`src/design/rrte_pkg.sv`:
```
// Shared types and constants for the route table engine.
// No dependencies; used by the controller, the datapath and the top level.
package rrte_pkg;

  localparam int unsigned CFG_W = 16;

  // Action codes of a request; codes above ACT_DOWN do nothing.
  localparam logic [2:0] ACT_RX   = 3'd0;
  localparam logic [2:0] ACT_TICK = 3'd1;
  localparam logic [2:0] ACT_ADV  = 3'd2;
  localparam logic [2:0] ACT_UP   = 3'd3;
  localparam logic [2:0] ACT_DOWN = 3'd4;

  // Lowest and highest of the reserved codes that leave the table alone.
  localparam logic [2:0] ACT_RSVD_LO = 3'd5;
  localparam logic [2:0] ACT_RSVD_HI = 3'd7;

  // Configuration register indexes.
  localparam logic CFG_INFINITY = 1'b0;
  localparam logic CFG_TIMEOUT  = 1'b1;

  localparam logic [7:0]  INF_RESET     = 8'd16;
  localparam logic [15:0] TIMEOUT_RESET = 16'd20;

  typedef struct packed {
    logic [31:0] dest;
    logic [31:0] mask;
    logic [31:0] gateway;
    logic [7:0]  metric;
    logic [1:0]  port;
    logic [31:0] stamp;
  } route_t;

  typedef enum logic [2:0] {
    ST_IDLE,
    ST_LOAD,
    ST_READ,
    ST_EVAL,
    ST_FINAL
  } state_t;

  typedef struct packed {
    logic start;
    logic rd;
    logic eval;
    logic fin;
  } cmd_t;

  typedef struct packed {
    logic scan;
    logic eval_last;
    logic eval_hold;
    logic out_free;
  } sts_t;

endpackage

```
`src/design/rip_route_table_engine_top.sv`:
```
// Top level of the RIP route table engine: controller plus datapath.
// Depends on rrte_pkg, rrte_ctrl and rrte_dp.
//
// Each request of a known action (a port below NUM_PORTS for receive, up and
// down) scans the routes in use in append order, each route by a registered
// RAM read and then an evaluate/write-back step, between a load step and a
// final completion step. A received entry ends its scan at the first matching
// route, an advertisement after MAX_ADVERT advertised routes. The table RAM
// gives one route per registered read. An advertisement also waits whenever a
// route is ready while the previous result is still held by the consumer, and
// every request waits in its final step until the result register is free. A
// full-table append is dropped and reported with status 1.
module rip_route_table_engine_top
  import rrte_pkg::*;
#(
  parameter int TABLE_DEPTH = 32,
  parameter int MAX_ADVERT  = 25,
  parameter int NUM_PORTS   = 4
) (
  input  logic             clk,
  input  logic             rst,
  input  logic             req_valid,
  output logic             req_stall,
  input  logic [2:0]       action,
  input  logic [31:0]      dst_addr,
  input  logic [31:0]      dest_mask,
  input  logic [31:0]      metric_in,
  input  logic [31:0]      sender_ip,
  input  logic [1:0]       port_index,
  input  logic [31:0]      now_time,
  input  logic             cfg_we,
  input  logic             cfg_index,
  input  logic [CFG_W-1:0] cfg_data,
  output logic             rsp_valid,
  input  logic             rsp_stall,
  output logic             out_valid,
  output logic [31:0]      out_addr,
  output logic [31:0]      out_mask,
  output logic [31:0]      out_next_hop,
  output logic [7:0]       out_metric,
  output logic             last,
  output logic             changed,
  output logic             status
);

  cmd_t cmd;
  sts_t sts;

  rrte_ctrl u_ctrl (
    .clk       (clk),
    .rst       (rst),
    .req_valid (req_valid),
    .req_stall (req_stall),
    .sts       (sts),
    .cmd       (cmd)
  );

  rrte_dp #(
    .TABLE_DEPTH (TABLE_DEPTH),
    .MAX_ADVERT  (MAX_ADVERT),
    .NUM_PORTS   (NUM_PORTS)
  ) u_dp (
    .clk          (clk),
    .rst          (rst),
    .cmd          (cmd),
    .sts          (sts),
    .action       (action),
    .dst_addr     (dst_addr),
    .dest_mask    (dest_mask),
    .metric_in    (metric_in),
    .sender_ip    (sender_ip),
    .port_index   (port_index),
    .now_time     (now_time),
    .cfg_we       (cfg_we),
    .cfg_index    (cfg_index),
    .cfg_data     (cfg_data),
    .rsp_valid    (rsp_valid),
    .rsp_stall    (rsp_stall),
    .out_valid    (out_valid),
    .out_addr     (out_addr),
    .out_mask     (out_mask),
    .out_next_hop (out_next_hop),
    .out_metric   (out_metric),
    .last         (last),
    .changed      (changed),
    .status       (status)
  );

endmodule

```
`src/design/rrte_ram.sv`:
```
// Generic single-port-write, single-port-read RAM with registered read data.
// No dependencies.
module rrte_ram #(
  parameter int WIDTH = 8,
  parameter int DEPTH = 32
) (
  input  logic                     clk,
  input  logic                     we,
  input  logic [$clog2(DEPTH)-1:0] waddr,
  input  logic [WIDTH-1:0]         wdata,
  input  logic                     re,
  input  logic [$clog2(DEPTH)-1:0] raddr,
  output logic [WIDTH-1:0]         rdata
);

  logic [WIDTH-1:0] mem [DEPTH];

  always_ff @(posedge clk) begin
    if (we) begin
      mem[waddr] <= wdata;
    end
    if (re) begin
      rdata <= mem[raddr];
    end
  end

endmodule

```
`src/design/rrte_ctrl.sv`:
```
// Sequencing state machine of the route table engine.
// Depends on rrte_pkg; drives commands to rrte_dp and reads its status.
module rrte_ctrl
  import rrte_pkg::*;
(
  input  logic clk,
  input  logic rst,
  input  logic req_valid,
  output logic req_stall,
  input  sts_t sts,
  output cmd_t cmd
);

  state_t state, state_next;

  always_ff @(posedge clk) begin
    if (rst) begin
      state <= ST_IDLE;
    end else begin
      state <= state_next;
    end
  end

  always_comb begin
    state_next = state;
    unique case (state)
      ST_IDLE:  if (req_valid) state_next = ST_LOAD;
      ST_LOAD:  state_next = sts.scan ? ST_READ : ST_FINAL;
      ST_READ:  state_next = ST_EVAL;
      ST_EVAL: begin
        if (!sts.eval_hold) begin
          state_next = sts.eval_last ? ST_FINAL : ST_READ;
        end
      end
      ST_FINAL: if (sts.out_free) state_next = ST_IDLE;
      default:  state_next = ST_IDLE;
    endcase
  end

  always_comb begin
    cmd = '0;
    req_stall = 1'b1;
    unique case (state)
      ST_IDLE: begin
        req_stall = 1'b0;
        cmd.start = req_valid;
      end
      ST_LOAD:  ;
      ST_READ:  cmd.rd = 1'b1;
      ST_EVAL:  cmd.eval = 1'b1;
      ST_FINAL: cmd.fin = 1'b1;
      default:  ;
    endcase
  end

endmodule

```
`src/design/rrte_dp.sv`:
```
// Datapath: request latch, configuration, route table RAM, scan logic and result register.
// Depends on rrte_pkg and rrte_ram; commanded by rrte_ctrl.
module rrte_dp
  import rrte_pkg::*;
#(
  parameter int TABLE_DEPTH = 32,
  parameter int MAX_ADVERT  = 25,
  parameter int NUM_PORTS   = 4
) (
  input  logic             clk,
  input  logic             rst,
  input  cmd_t             cmd,
  output sts_t             sts,
  input  logic [2:0]       action,
  input  logic [31:0]      dst_addr,
  input  logic [31:0]      dest_mask,
  input  logic [31:0]      metric_in,
  input  logic [31:0]      sender_ip,
  input  logic [1:0]       port_index,
  input  logic [31:0]      now_time,
  input  logic             cfg_we,
  input  logic             cfg_index,
  input  logic [CFG_W-1:0] cfg_data,
  output logic             rsp_valid,
  input  logic             rsp_stall,
  output logic             out_valid,
  output logic [31:0]      out_addr,
  output logic [31:0]      out_mask,
  output logic [31:0]      out_next_hop,
  output logic [7:0]       out_metric,
  output logic             last,
  output logic             changed,
  output logic             status
);

  localparam int IW = (TABLE_DEPTH > 1) ? $clog2(TABLE_DEPTH) : 1;
  localparam int CW = $clog2(TABLE_DEPTH + 1);
  localparam int KW = $clog2(MAX_ADVERT + 1);

  // Latched request.
  logic [2:0]  act;
  logic [31:0] addr, mask, min, sender, now;
  logic [1:0]  port;

  logic [7:0]  inf;
  logic [15:0] timeout;
  logic [CW-1:0] count;
  logic [IW-1:0] idx;
  logic [KW-1:0] k;
  logic found, chg, st, have_pend;
  route_t pend;

  // Derived request values.
  logic        port_ok;
  logic [32:0] sum;
  logic [7:0]  m;
  logic [31:0] key;
  logic        do_rx, do_up, do_down, do_adv, do_tick;

  assign port_ok = ({30'b0, port} < 32'(NUM_PORTS));
  assign sum     = {1'b0, min} + 33'd1;
  assign m       = (sum >= {25'b0, inf}) ? inf : sum[7:0];
  assign key     = addr & mask;
  assign do_rx   = (act == ACT_RX) && port_ok;
  assign do_tick = (act == ACT_TICK);
  assign do_adv  = (act == ACT_ADV);
  assign do_up   = (act == ACT_UP) && port_ok;
  assign do_down = (act == ACT_DOWN) && port_ok;

  // Table RAM.
  route_t r, rec_w, app_rec, wdata;
  logic   ram_we;
  logic [IW-1:0] waddr;

  rrte_ram #(.WIDTH($bits(route_t)), .DEPTH(TABLE_DEPTH)) u_ram (
    .clk   (clk),
    .we    (ram_we),
    .waddr (waddr),
    .wdata (wdata),
    .re    (cmd.rd),
    .raddr (idx),
    .rdata (r)
  );

  // Per-entry evaluation.
  logic match, ev_wr, ev_stop, ev_found, ev_chg, qual, out_free, push_eval, push_fin;
  logic scan_end, adv_end, need_app, full;

  assign out_free = !rsp_valid || !rsp_stall;
  assign match    = ((r.dest & r.mask) == key);

  always_comb begin
    rec_w    = r;
    ev_wr    = 1'b0;
    ev_stop  = 1'b0;
    ev_found = 1'b0;
    ev_chg   = 1'b0;
    qual     = 1'b0;
    case (act)
      ACT_RX: begin
        if (match) begin
          ev_stop  = 1'b1;
          ev_found = 1'b1;
          if (r.metric != inf && r.gateway == sender) begin
            ev_chg       = (r.metric != m);
            ev_wr        = 1'b1;
            rec_w.metric = m;
            rec_w.stamp  = now;
          end else if (r.metric == inf || m < r.metric) begin
            ev_chg        = 1'b1;
            ev_wr         = 1'b1;
            rec_w.metric  = m;
            rec_w.gateway = sender;
            rec_w.mask    = mask;
            rec_w.stamp   = now;
            rec_w.port    = port;
          end
        end
      end
      ACT_TICK: begin
        if ((now - r.stamp) >= {16'b0, timeout}) begin
          ev_wr        = 1'b1;
          rec_w.metric = inf;
        end
      end
      ACT_ADV: qual = (r.metric != inf);
      ACT_UP: begin
        if (match) begin
          ev_found = 1'b1;
          ev_wr    = 1'b1;
          if (r.metric != inf) begin
            rec_w.stamp = now;
          end else begin
            rec_w.metric  = '0;
            rec_w.port    = port;
            rec_w.gateway = '0;
          end
        end
      end
      ACT_DOWN: begin
        if (r.port == port) begin
          ev_wr        = 1'b1;
          rec_w.metric = inf;
        end
      end
      default: ;
    endcase
  end

  assign scan_end  = ((CW'(idx) + CW'(1)) == count);
  assign adv_end   = qual && ((k + KW'(1)) == KW'(MAX_ADVERT));
  assign push_eval = cmd.eval && qual && have_pend && out_free;
  assign push_fin  = cmd.fin && out_free;
  assign need_app  = (do_rx || do_up) && !found;
  assign full      = (count == CW'(TABLE_DEPTH));

  assign sts.scan      = (do_rx || do_tick || do_adv || do_up || do_down) && (count != '0);
  assign sts.eval_hold = qual && have_pend && !out_free;
  assign sts.eval_last = scan_end || ev_stop || adv_end;
  assign sts.out_free  = out_free;

  always_comb begin
    app_rec.dest    = do_rx ? addr : key;
    app_rec.mask    = mask;
    app_rec.gateway = do_rx ? sender : '0;
    app_rec.metric  = do_rx ? m : '0;
    app_rec.port    = port;
    app_rec.stamp   = now;
  end

  always_comb begin
    ram_we = 1'b0;
    waddr  = idx;
    wdata  = rec_w;
    if (cmd.eval && ev_wr) begin
      ram_we = 1'b1;
    end else if (push_fin && need_app && !full) begin
      ram_we = 1'b1;
      waddr  = count[IW-1:0];
      wdata  = app_rec;
    end
  end

  // Request latch and configuration.
  always_ff @(posedge clk) begin
    if (cmd.start) begin
      act    <= action;
      addr   <= dst_addr;
      mask   <= dest_mask;
      min    <= metric_in;
      sender <= sender_ip;
      port   <= port_index;
      now    <= now_time;
    end
  end

  always_ff @(posedge clk) begin
    if (rst) begin
      inf     <= INF_RESET;
      timeout <= TIMEOUT_RESET;
    end else if (cfg_we) begin
      if (cfg_index == CFG_INFINITY) begin
        inf <= cfg_data[7:0];
      end else begin
        timeout <= cfg_data[15:0];
      end
    end
  end

  // Scan control state.
  always_ff @(posedge clk) begin
    if (rst) begin
      count     <= '0;
      idx       <= '0;
      k         <= '0;
      found     <= 1'b0;
      chg       <= 1'b0;
      st        <= 1'b0;
      have_pend <= 1'b0;
    end else begin
      if (cmd.start) begin
        idx       <= '0;
        k         <= '0;
        found     <= 1'b0;
        chg       <= 1'b0;
        st        <= 1'b0;
        have_pend <= 1'b0;
      end
      if (cmd.eval && !sts.eval_hold) begin
        idx <= idx + IW'(1);
        if (ev_found) found <= 1'b1;
        if (ev_chg) chg <= 1'b1;
        if (qual) begin
          have_pend <= 1'b1;
          k         <= k + KW'(1);
        end
      end
      if (push_fin && need_app && !full) begin
        count <= count + CW'(1);
      end
    end
  end

  always_ff @(posedge clk) begin
    if (cmd.eval && qual && !sts.eval_hold) begin
      pend.dest    <= r.dest;
      pend.mask    <= r.mask;
      pend.gateway <= r.gateway;
      pend.metric  <= (r.port == port) ? inf : r.metric;
      pend.port    <= r.port;
      pend.stamp   <= r.stamp;
    end
  end

  // Result register.
  always_ff @(posedge clk) begin
    if (rst) begin
      rsp_valid <= 1'b0;
    end else if (push_eval || push_fin) begin
      rsp_valid <= 1'b1;
    end else if (!rsp_stall) begin
      rsp_valid <= 1'b0;
    end
  end

  always_ff @(posedge clk) begin
    if (push_eval || (push_fin && do_adv && have_pend)) begin
      out_valid    <= 1'b1;
      out_addr     <= pend.dest;
      out_mask     <= pend.mask;
      out_next_hop <= pend.gateway;
      out_metric   <= pend.metric;
      last         <= push_fin;
      changed      <= 1'b0;
      status       <= 1'b0;
    end else if (push_fin) begin
      out_valid    <= 1'b0;
      out_addr     <= '0;
      out_mask     <= '0;
      out_next_hop <= '0;
      out_metric   <= '0;
      last         <= 1'b1;
      changed      <= chg || (need_app && !full && do_rx);
      status       <= st || (need_app && full);
    end
  end

endmodule
```
`config.mk`:
```
export PLATFORM = sky130hd
export DESIGN_NAME = rip_route_table_engine_top
export DESIGN_NICKNAME = d
export VERILOG_FILES = /design/src/design/rrte_pkg.sv /design/src/design/rip_route_table_engine_top.sv /design/src/design/rrte_ram.sv /design/src/design/rrte_ctrl.sv /design/src/design/rrte_dp.sv
export SDC_FILE = /design/constraint.sdc
export NUM_CORES = 2
export LEC_CHECK = 0
export BUFFER_PORTS_ARGS = -buffer_cell sky130_fd_sc_hd__buf_2
export CAP_MARGIN = 20
export CORE_MARGIN = 2
export CORE_UTILIZATION = 35
export CTS_CLUSTER_DIAMETER = 40
export CTS_CLUSTER_SIZE = 12
export DETAILED_ROUTE_END_ITERATION = 12
export GPL_TIMING_DRIVEN = 0
export PLACE_DENSITY = 0.52
export SLEW_MARGIN = 30
export SYNTH_ARGS = -nofsm -noshare
export SYNTH_HDL_FRONTEND = slang
export SYNTH_MEMORY_MAX_BITS = 65536
export SYNTH_SLANG_ARGS = --single-unit
```
`constraint.sdc`:
```
create_clock -name clk -period 45.4 [get_ports clk]
set_input_delay 13.62 -clock clk [delete_from_list [all_inputs] [get_ports clk]]
set_output_delay 13.62 -clock clk [all_outputs]
set_load 0.05 [all_outputs]
```
==> impl_metrics.tcl <==
set metrics [dict create \
    cpMostUsedCell "buf_2" \
    crit_chain "buf_2 > nand2_1 > and2_1 > nand3_2 > o21ai_0 > nand2_1 > nor4_2 > buf_2 > buf_2 > buf_2 > buf_2 > buf_2 > buf_2 > buf_2 > buf_2 > buf_2" \
    synth_cell_types 78 \
    grt_overflow 0 \
    worstSkewPairLatency_ns 1.12 \
    htree_levels 6 \
    crit_start "rsp_stall" \
    post_cts_buffers 0 \
    use_met3 0.0365 \
    grt_pass1_vias 102000 \
    status "finished, final reports clean" \
    setup_slack_ns 27.10 \
    syn_inst 8316 \
    rrSetupSlack_ns 35.73 \
    crit_path_end_kind "flop" \
    r2r_end "u_dp.u_ram.mem[16][52]" \
    critPathMaxFanout 8 \
    first_iter_violations 13000 \
    fin_cells 18500 \
    avgRoutedWirePerCell_um 32.6 \
    place_ws_ns 26.14 \
    p_per_area_nw_per_um2 43.7 \
    grt_use_total 0.212 \
    finish.utilization 0.429 \
    io_pins 297 \
    die_h_um 745 \
    grtUsageMet2 0.353 \
    p_leak_nw 77.0 \
    cp_top_family "buffers and inverters" \
    design.core.area_um2 548000 \
    holdPathEnd "u_dp.timeout[7]" \
    grt_max_degree 67 \
    viasPerCell 5.45 \
    critPathMaxStageDelay_ns 1.04 \
    finalHoldViolations 0 \
    fin_nets 10900 \
    max_freq_mhz 54.7 \
    grt-busiest-layer "met2" \
    critPathKind "input port to flop" \
    dieArea_um2 555000 \
    dp_cells 17300 \
    max_slew_margin 0.281 \
    synth_nets 8573 \
    cts-root-buf "clkbuf_16" \
    synth.avg_cell_area_um2 23.1 \
    crit_buf_inv 10 \
    setup_viol 0 \
    vias 101000 \
    reg2regPathDepth 34 \
    cts_buffers 639 \
    yosysSeqAreaShare 0.775 \
    antenna_found_initial 32 \
    async_flop_share 0 \
    ys_ff_latch 4978 \
    synth_area_um2 192000 \
    tightest_slew_ns 1.08 \
    hold_depth 2 \
    cts_tree "yes" \
    rr_startpoint "u_dp.min[0]" \
    initial_utilization 0.351 \
    synth_ff_type "edfxtp_1" \
    cp_slowest_cell "o21ai_0" \
    finalCritPeriodShare 0.403 \
    cts_sinks 4978 \
    die_x_um 745 \
    ctsHoldBuffers 0 \
    post_cts_resized 0 \
    drc 0 \
    port_buffers 295 \
    syn2layout_area_growth_pct 22.3 \
    n_fill_cell 46900 \
    ys.warnings.count 0 \
    placed_area_um2 213000 \
    cp.required_ns 46.19 \
    drv_slew 0 \
    clkTransAtPathRegs_ns 0.06 \
    finalClockSkew_ns 0.0689 \
    maxCapViolations 0 \
    crit_arrival_ns 19.08 \
    gp_congestion 0.862 \
    total_power_mw 10.3 \
    clk_path_buf_depth 4 \
    vdd_drop_max_uv 36.1 \
    layout-drive-gt1-share 0.421 \
    holdCritPathClass "flop to flop" \
    whs_ns 0.458 \
    period_needed_ns 18.30 \
    final.setup.tns_ns 0 \
    synth_edf_count 4928 \
    grt_pass1_wl_mm 820 \
    wl_mm 602 \
    design_area_um2 235000 \
    core.rowCount 272 \
    hpwl_mm 437 \
    rsz0062_at_grt "no" \
    start_kind "input port" \
    grt_use_met1 0.278 \
    dr.pass1.iters 8 \
    hp-start "u_dp.timeout[7]" \
    drtAntennaViolNets 0 \
]
## power breakdown
part | total, mW | switching, mW | internal (mW) | leakage, nW
Clock | 5.08 | 2.05 | 3.04 | 10.3
Sequential | 5.05 | 0.0214 | 5.03 | 44.8
Combinational | 0.136 | 0.101 | 0.0348 | 21.8
## synth_stat cells, types with 10 or more instances
| library cell | instances | area share |
|---|---|---|
| xnor2_1 | 68 | 0.0031 |
| a22o_1 | 27 | 0.0012 |
| and3_1 | 14 | 0.00046 |
| dfxtp_1 | 50 | 0.0052 |
| nor4_1 | 41 | 0.0013 |
| clkbuf_1 | 295 | 0.0058 |
| mux2_2 | 210 | 0.012 |
| nor3_1 | 33 | 0.00086 |
| ha_1 | 69 | 0.0045 |
| a211oi_1 | 10 | 0.00039 |
| buf_1 | 104 | 0.0020 |
| edfxtp_1 | 4928 | 0.77 |
| inv_1 | 95 | 0.0019 |
| nor2_1 | 71 | 0.0014 |
| a31oi_1 | 15 | 0.00049 |
| a21oi_1 | 96 | 0.0025 |
| nand3_1 | 36 | 0.00094 |
| o21ai_0 | 115 | 0.0030 |
| nand2_1 | 259 | 0.0051 |
| and2_1 | 111 | 0.0036 |
| xor2_1 | 53 | 0.0024 |
| nand4_1 | 48 | 0.0016 |
| o211ai_1 | 13 | 0.00051 |
| nor2b_1 | 10 | 0.00033 |
| mux4_2 | 1380 | 0.16 |
| nand2b_1 | 12 | 0.00039 |
| a21o_1 | 15 | 0.00059 |
## final cells by class
cell class,instances,area [µm²],area share
Buffer,404,1850,0.00788
Clock buffer,720,16600,0.0708
Inverter,95,372,0.00158
Multi-Input combinational cell,2839,42000,0.179
Tap cell,7261,9080,0.0386
Antenna cell,24,60.1,0.000255
Clock inverter,435,4800,0.0204
Sequential cell,4978,149000,0.634
Timing Repair Buffer,1720,11300,0.0480
## metal layers
layer / wire, µm / vias up
met4: 25400 / 2
met5: 13 / -
met3: 44200 / 945
li1: - / 40300
met2: 296000 / 4699
met1: 237000 / 54700
## worst max-delay path by stage
stage | endpoint | slack (ns) | depth (start not counted)
after global routing | u_dp.u_ram.mem[0][53] | 27.09 | 18
after global placement | u_dp.u_ram.mem[14][125] | -10.63 | 9
after detailed placement | u_dp.u_ram.mem[30][86] | 26.14 | 16
final | u_dp.u_ram.mem[7][43] | 27.10 | 16
after CTS | u_dp.u_ram.mem[30][87] | 27.30 | 16
after floorplan | u_dp.u_ram.mem[12][0] | 16.20 | 7
## state kept, by name, summed over array words and instances, names as in the netlist, 2 cells and up
name,count
u_dp.mask,32
u_dp.idx,5
u_dp.out_next_hop,32
u_dp.inf,8
u_dp.addr,32
u_dp.sender,32
u_dp.act,3
u_dp.u_ram.mem,4416
u_dp.out_mask,32
u_dp.pend,104
u_dp.out_addr,32
u_dp.count,6
u_dp.u_ram.rdata,138
u_dp.min,32
u_dp.timeout,16
u_dp.k,5
u_dp.out_metric,8
u_dp.now,32
u_ctrl.state,3
u_dp.port,2
## logic make-up after synthesis
group,after synthesis,share of synthesized area
adders and majority gates,70,0.00460
AOI/OAI and AO/OA,371,0.0123
DFF,4978,0.775
buffers and inverters,499,0.00978
xor gates and xnor gates,121,0.00552
and+or+nand+nor,681,0.0180
muxes,1596,0.174
## layout by cell type (no fill, tap or decap), drive strengths merged, types with 9 or more instances in the layout
master / count
clkinv: 231
and3: 14
nor2: 72
a221o: 9
mux4: 1380
a21boi: 9
nor3: 34
xor2: 53
mux2: 211
nand4: 49
o211ai: 13
buf: 1826
inv: 177
diode: 24
nor2b: 10
dfxtp: 50
nor4: 45
clkbuf: 1018
nand3: 36
a31oi: 15
clkinvlp: 58
a211oi: 11
bufinv: 64
nand2b: 12
a22o: 27
and2: 111
nand2: 259
a21o: 15
a21oi: 96
o21ai: 119
xnor2: 68
edfxtp: 4928
ha: 69
## tightest hold or removal path: cells and delay by family, from the launching register on
kind / cells / cell delay [ns]
AO/OA/AOI/OAI: 1 / 0.05
flip-flops: 1 / 0.31
AND/OR/NAND/NOR: 1 / 0.05
No activity file was read; power rests on OpenSTA's default activity.
